## config.mk

```make
export PLATFORM = sky130hd
export DESIGN_NAME = gts_merge
export DESIGN_NICKNAME = d
export VERILOG_FILES = /design/src/hw/rtl/gts_pkg.sv /design/src/hw/rtl/gts_merge.sv
export SDC_FILE = /design/constraint.sdc
export NUM_CORES = 1
export LEC_CHECK = 0
export ABC_AREA = 1
export CAP_MARGIN = 10
export CELL_PAD_IN_SITES_DETAIL_PLACEMENT = 2
export CELL_PAD_IN_SITES_GLOBAL_PLACEMENT = 2
export CORE_MARGIN = 1
export CORE_UTILIZATION = 39
export DETAILED_ROUTE_END_ITERATION = 16
export DONT_BUFFER_PORTS = 1
export HOLD_SLACK_MARGIN = 0.02
export PLACE_DENSITY = 0.82
export SYNTH_ARGS = -nofsm -noshare
export SYNTH_HDL_FRONTEND = slang
export SYNTH_SLANG_ARGS = --single-unit
```

## constraint.sdc

```tcl
create_clock -name clk -period 2.2 [get_ports clk]
set_input_delay 0.44 -clock clk [delete_from_list [all_inputs] [get_ports clk]]
set_output_delay 0.44 -clock clk [all_outputs]
set_load 0.1 [all_outputs]
```

## src/hw/rtl/gts_pkg.sv

```systemverilog
// shared types, constants and latency helper of the geodesic triangle subdivider
// no dependencies
`default_nettype none

package gts_pkg;

	localparam int FRAC_BITS_DEF = 14;
	localparam int CRD_W = 16;          // vertex coordinate width
	localparam int SUM_W = 17;          // edge sum width
	localparam int SQ_W = 33;           // square of an edge sum magnitude
	localparam int N_W = 34;            // squared length of an edge sum
	localparam int MAG_CAP = 32768;     // largest midpoint magnitude
	localparam int NUM_LANES = 9;       // one per edge and coordinate: AB, BC, CA by x, y, z

	typedef logic [1:0] beat_t;
	localparam beat_t BEAT_FIRST = 2'd0;
	localparam beat_t BEAT_LAST = 2'd3;

	typedef struct packed {
		logic signed [CRD_W-1:0] ax;
		logic signed [CRD_W-1:0] ay;
		logic signed [CRD_W-1:0] az;
		logic signed [CRD_W-1:0] bx;
		logic signed [CRD_W-1:0] by_coord;
		logic signed [CRD_W-1:0] bz;
		logic signed [CRD_W-1:0] cx;
		logic signed [CRD_W-1:0] cy;
		logic signed [CRD_W-1:0] cz;
	} triangle_t;

	typedef struct packed {
		logic signed [CRD_W-1:0] p0x;
		logic signed [CRD_W-1:0] p0y;
		logic signed [CRD_W-1:0] p0z;
		logic signed [CRD_W-1:0] p1x;
		logic signed [CRD_W-1:0] p1y;
		logic signed [CRD_W-1:0] p1z;
		logic signed [CRD_W-1:0] p2x;
		logic signed [CRD_W-1:0] p2y;
		logic signed [CRD_W-1:0] p2z;
		logic [1:0]              sub_index;
		logic                    last;
		logic                    degenerate;
	} sub_tri_t;

	typedef struct packed {
		logic signed [CRD_W-1:0] x;
		logic signed [CRD_W-1:0] y;
		logic signed [CRD_W-1:0] z;
	} vec_t;

	// corners plus the flag that travel beside the lanes
	typedef struct packed {
		triangle_t corners;
		logic      deg;
	} side_t;

	// registers through one lane: input register, divider, square root, output register
	function automatic int lane_lat(input int f);
		lane_lat = (2 * f + 3) + (f + 2) + 2;
	endfunction

endpackage

`default_nettype wire

```

## src/hw/rtl/gts_merge.sv

```systemverilog
// merging stage: holds corners and midpoints, sends four sub-triangle words
// depends on gts_pkg
`default_nettype none

module gts_merge import gts_pkg::*; (
	input  wire                             clk,
	input  wire                             arst_n,
	input  wire                             ld,
	input  side_t                           side,
	input  wire  [NUM_LANES-1:0][CRD_W-1:0] mids,
	output logic                            strobe,
	output sub_tri_t                        sub_tri
);

	side_t                          side_q;
	logic [NUM_LANES-1:0][CRD_W-1:0] mids_q;
	beat_t                          beat_q;
	logic                           active_q;

	vec_t va, vb, vc, mab, mbc, mca, p0, p1, p2;

	always_ff @(posedge clk) begin
		if (ld) begin
			side_q <= side;
			mids_q <= mids;
		end
	end

	always_ff @(posedge clk or negedge arst_n) begin
		if (!arst_n) begin
			beat_q <= BEAT_FIRST;
			active_q <= 1'b0;
		end else if (ld) begin
			beat_q <= BEAT_FIRST;
			active_q <= 1'b1;
		end else if (active_q) begin
			beat_q <= beat_q + 2'd1;
			if (beat_q == BEAT_LAST) begin
				active_q <= 1'b0;
			end
		end
	end

	assign va = '{side_q.corners.ax, side_q.corners.ay, side_q.corners.az};
	assign vb = '{side_q.corners.bx, side_q.corners.by_coord, side_q.corners.bz};
	assign vc = '{side_q.corners.cx, side_q.corners.cy, side_q.corners.cz};
	assign mab = '{mids_q[0], mids_q[1], mids_q[2]};
	assign mbc = '{mids_q[3], mids_q[4], mids_q[5]};
	assign mca = '{mids_q[6], mids_q[7], mids_q[8]};

	always_comb begin
		case (beat_q)
			2'd0: begin
				p0 = va;  p1 = mab; p2 = mca;
			end
			2'd1: begin
				p0 = mab; p1 = vb;  p2 = mbc;
			end
			2'd2: begin
				p0 = mab; p1 = mbc; p2 = mca;
			end
			default: begin
				p0 = mca; p1 = mbc; p2 = vc;
			end
		endcase
	end

	assign strobe = active_q;
	assign sub_tri = '{p0.x, p0.y, p0.z, p1.x, p1.y, p1.z, p2.x, p2.y, p2.z,
		beat_q, beat_q == BEAT_LAST, side_q.deg};

`ifndef NO_ASSERTIONS
	a_load_gap: assert property (@(posedge clk) disable iff (!arst_n)
		ld |-> !active_q || beat_q == BEAT_LAST)
		else $error("new word set loaded in the middle of a burst");
	a_burst_runs: assert property (@(posedge clk) disable iff (!arst_n)
		active_q && beat_q != BEAT_LAST |=> active_q)
		else $error("burst ended early");
	a_burst_ends: assert property (@(posedge clk) disable iff (!arst_n)
		active_q && beat_q == BEAT_LAST && !ld |=> !active_q)
		else $error("burst ran past its last word");
	a_burst_starts: assert property (@(posedge clk) disable iff (!arst_n)
		$rose(active_q) |-> beat_q == BEAT_FIRST)
		else $error("burst did not start at the first word");
`endif

endmodule

`default_nettype wire

```

==> results of run 1 <==
==> kinds of logic after synthesis <==
kind of cell,Yosys count
compound gates,146
fa+ha+maj,5
buf+inv,73
flops,292
simple gates,440
==> synthesized netlist by cell type <==
cell	instances
a21oi_1	96
inv_4	1
nand2_1	241
a31oi_1	47
inv_2	3
clkbuf_1	10
edfxtp_1	289
buf_1	1
ha_1	5
buf_6	11
nor2_1	100
dfrtp_1	3
nand3_1	98
buf_2	34
buf_4	8
nand2_2	1
o21ai_0	3
inv_1	5
==> through the flow <==
stage               setup slack, ns  hold slack, ns  TNS (ns)  cell area, sq um  util (%)
detailed placement           -0.114           0.145     -1.35             17200      57.9
global placement             0.0200           0.145         0             17200      57.9
floorplan                    -0.349           0.144    -35.25             13800         -
==> flow_metrics.env, run 1 <==
export IMPL_cts_buffers=35
export IMPL_cts_max_level=2
export IMPL_synth_top_family_by_area="simple AND/OR/NAND/NOR gates"
export IMPL_synth_xor_area_share_pct=0
export IMPL_synth_top_area_share_pct=73.5
export IMPL_cts_hold_buf=290
export IMPL_netlist_instances=956
export IMPL_post_cts_resize_count=174
export IMPL_rows=63
export IMPL_synth_warnings=0
export IMPL_place_congestion=0.826
export IMPL_clkSinkCount=292
export IMPL_outcome="aborted with a tool error"
export IMPL_ys_ff_latch=292
export IMPL_start_util_pct=39.8
export IMPL_yosys_area_share_simple_pct=15.0
export IMPL_synth_compound_area_share_pct=6.68
export IMPL_synthMuxAreaShare_pct=0
export IMPL_synth_cell_types=18
export IMPL_synth_top_cells_by_area="edfxtp_1 (73%), nand2_1 (7.7%), nand3_1 (4.2%), a21oi_1 (4.1%), nor2_1 (3.2%)"
export IMPL_fp_dieW_um=176
export IMPL_numPlacedInstances=1467
export IMPL_io_buffers=0
export IMPL_synth_area_sq_mm=0.0118
export IMPL_stop_error="[ERROR DPL-0033] detailed placement checks failed during check placement."
export IMPL_yosysSeqAreaShare_pct=74.1
export IMPL_syn_area_per_cell_sq_um=12.4
export IMPL_dp_hpwl_um=38000
export IMPL_syn_nets=1253
export IMPL_stop_stage="clock tree synthesis (4_1_cts)"
export IMPL_synth_top_cell_by_area="edfxtp_1"
export IMPL_io_pins=441
export IMPL_cts_root_buf="clkbuf_16"
export IMPL_cts_setup_buffers=14
export IMPL_synth_adder_area_share_pct=0.530
export IMPL_clockBufferDepth=3
export IMPL_dieHeight_um=176
==> inputs of run 2 (changes only) <==
Settings changed: CELL_PAD_IN_SITES_DETAIL_PLACEMENT 2 to not set, CELL_PAD_IN_SITES_GLOBAL_PLACEMENT 2 to not set, CORE_UTILIZATION 39 to 40, HOLD_SLACK_MARGIN 0.02 to not set, PLACE_DENSITY 0.82 to not set, PLACE_DENSITY_LB_ADDON set to 0.15.
==> flow_metrics.env, run 2 <==
export IMPL_outcome="finished, violations left"
export IMPL_violations="negative setup slack"
export IMPL_setup_viol=144
export IMPL_dieArea_sq_mm=0.0302
export IMPL_clock_latency_ns=0.50
export IMPL_endpoint="sub_tri[29]"
export IMPL_async_flop_share_pct=1.03
export IMPL_ir_drop_v=0.000930
export IMPL_final_hold_viol_count=0
export IMPL_post_route_period_util_pct=120
export IMPL_fin_ws_ns=-0.439
export IMPL_cp_start_kind="flop"
export IMPL_fill_cells=1743
export IMPL_holdWs_ns=0.0241
export IMPL_dieHeight_um=174
export IMPL_cts_max_level=2
export IMPL_netlist_instances=956
export IMPL_clockBufferDepth=3
export IMPL_worstHoldPathType="input pin to flop"
export IMPL_tightest_slew_ns=0.497
export IMPL_rsz0062_at_grt="yes"
export IMPL_criticalPathCategory="flop to output pin"
export IMPL_top_register="side_q"
export IMPL_drt_first_pass_iters=5
export IMPL_drc=0
export IMPL_synth_cell_types=18
export IMPL_coreArea_sq_mm=0.0289
export IMPL_synthTopCellsByCount="edfxtp_1 (289), nand2_1 (241), nor2_1 (100)"
export IMPL_synthMostInstantiatedCell="edfxtp_1"
export IMPL_cts_root_buf="clkbuf_16"
export IMPL_worstPathRequired_ns=1.76
export IMPL_crit_slowest_cell="dfrtp_4"
export IMPL_hold_path_depth=0
export IMPL_dp_hpwl_um=25900
export IMPL_ys_flop_type="edfxtp_1"
export IMPL_areaGrowthSynthToFinish_pct=82.1
export IMPL_critical_path_max_stage_delay_ns=0.49
export IMPL_vias_per_cell=5.61
export IMPL_final_area_sq_mm=0.0215
export IMPL_grt_start_max_net_pins=291
export IMPL_clock_fmax_mhz=379
export IMPL_crit_path_end_kind="output pin"
export IMPL_path_max_fanout=6
export IMPL_fp_dieW_um=174
export IMPL_ant_nets=0
export IMPL_first_iter_violations=764
export IMPL_drive_gt1_share_pct=54.7
export IMPL_rrSetupSlack_ns=0.63
export IMPL_synth_edf_count=289
export IMPL_skew_ns=0.0000932
export IMPL_rows=62
export IMPL_hold_path_startpoint="side[99]"
export IMPL_p_leak_nw=7.85
export IMPL_ys_ff_latch=292
export IMPL_final_common_cell="edfxtp_1"
export IMPL_cts_tree="done"
export IMPL_grt_overflow_total=0
export IMPL_reg2reg_from="beat_q[1]"
export IMPL_place_congestion=0.845
export IMPL_vias=9243
export IMPL_pre_cts_slack_ns=-0.0198
export IMPL_maxCapViolations=0
export IMPL_place_area_sq_mm=0.0173
export IMPL_yosysSeqAreaShare_pct=74.1
export IMPL_start_util_pct=40.9
export IMPL_power_density_mw_per_mm2=1320
export IMPL_clkSinkCount=292
export IMPL_track_usage_pct=28.0
export IMPL_synth_area_sq_mm=0.0118
export IMPL_grt_pass1_vias=9609
export IMPL_antenna_found_initial=14
export IMPL_nets=1531
export IMPL_reg2reg_depth=7
export IMPL_critPathLaunch="beat_q[1]"
export IMPL_syn_area_per_cell_sq_um=12.4
export IMPL_final_cell_mix="edfxtp_1 (289), buf_12 (186), nand2_1 (181)"
export IMPL_maxSlewViolCount=0
export IMPL_io_pins=441
export IMPL_synth_warnings=0
export IMPL_routed_wl_um=44400
export IMPL_cp_arrival_ns=2.20
export IMPL_syn_nets=1253
export IMPL_largest_reg_flops=144
export IMPL_synth_top_cell_by_area="edfxtp_1"
export IMPL_synth_top_cells_by_area="edfxtp_1 (73%), nand2_1 (7.7%), nand3_1 (4.2%), a21oi_1 (4.1%), nor2_1 (3.2%)"
export IMPL_fin_crit_ns=2.64
export IMPL_synth_top_area_share_pct=73.5
export IMPL_cpMostUsedCell="buf_12"
export IMPL_slew_headroom_pct=66.9
export IMPL_cts_buffers=34
export IMPL_post_drt_wl_per_cell_um=27.0
export IMPL_grt_pass1_wl_um=61800
export IMPL_rr_endpoint="beat_q[1]"
export IMPL_io_buffers=0
export IMPL_cp_cell_sequence="buf_6 -> ha_4 -> inv_12 -> buf_12 -> buf_12 -> buf_12 -> nor2_4 -> a31oi_4 -> buf_12"
export IMPL_clk_pin_slew_ns=0.06
[run 2: cell counts after synthesis]
Identical to the previous run, type by type.
[run 2: through the flow]
step	cells	total power, mW	utilization [%]	setup TNS, ns
2_1_floorplan	956	16.1	-	-35.25
3_3_place_gp	1466	20.9	59.9	0
3_5_place_dp	1466	21.0	59.9	-0.0265
4_1_cts	1591	28.0	71.0	-55.32
5_1_grt	1645	29.1	74.5	-60.60
6_report	1648	28.4	74.5	-51.60
[run 2: final cells by class]
cell class                      instances  area [sq um]  area share (%)
Timing Repair Buffer                  306          5340            24.8
Inverter                                9          75.1           0.349
Sequential cell                       292          8760            40.7
Clock inverter                         15           128           0.593
Antenna cell                           10          25.0           0.116
Clock buffer                           41           898            4.18
Multi-Input combinational cell        591          5800            27.0
Tap cell                              384           480            2.23
[run 2: cell families (layout without fill, tap and decap cells)]
logic type | Yosys count | after routing | synth area share (%)
AOI/OAI and AO/OA | 146 | 146 | 6.68
and+or+nand+nor | 440 | 440 | 15.0
adders and majority gates | 5 | 5 | 0.530
other | 0 | 10 | 0
DFF | 292 | 292 | 74.1
buffers and inverters | 73 | 371 | 3.65
[run 2: worst min-delay path by stage]
stage,to,slack [ns]
after floorplan,strobe,0.14
after global placement,strobe,0.14
after detailed placement,strobe,0.14
after CTS,mbc[38],0.004
after global routing,side_q[67],0.001
final,side_q[99],0.02
[run 2: worst max-delay path, delay by kind of cell, from the launching register on]
family	cells	cell delay, ns
buf+inv	6	0.78
flops	1	0.49
compound gates	1	0.19
fa+ha+maj	1	0.18
simple gates	1	0.04
[run 2: repair_timing]
action | CTS | global route
endpoints found under the hold margin | 3 | 34
setup buffers | 51 | 13
endpoints found under the setup margin | 144 | 144
hold buffers | 1 | 34
resized for setup | 260 | 137
cloned | 20 | 10
pin swaps | 36 | 33
[run 2: metal layers]
layer / up-vias / global-route usage [%] / routed length, um
met5: - / 0 / 27
met4: 4 / 14.2 / 1580
met3: 107 / 7.96 / 3550
met2: 473 / 48.1 / 23000
met1: 4647 / 32.0 / 16300
li1: 4012 / - / -
[run 2: power by group]
group | internal (mW) | switching [mW]
Combinational | 5.95 | 10.2
Clock | 3.13 | 2.18
Sequential | 6.64 | 0.308
(Power assumes the default switching activity.)
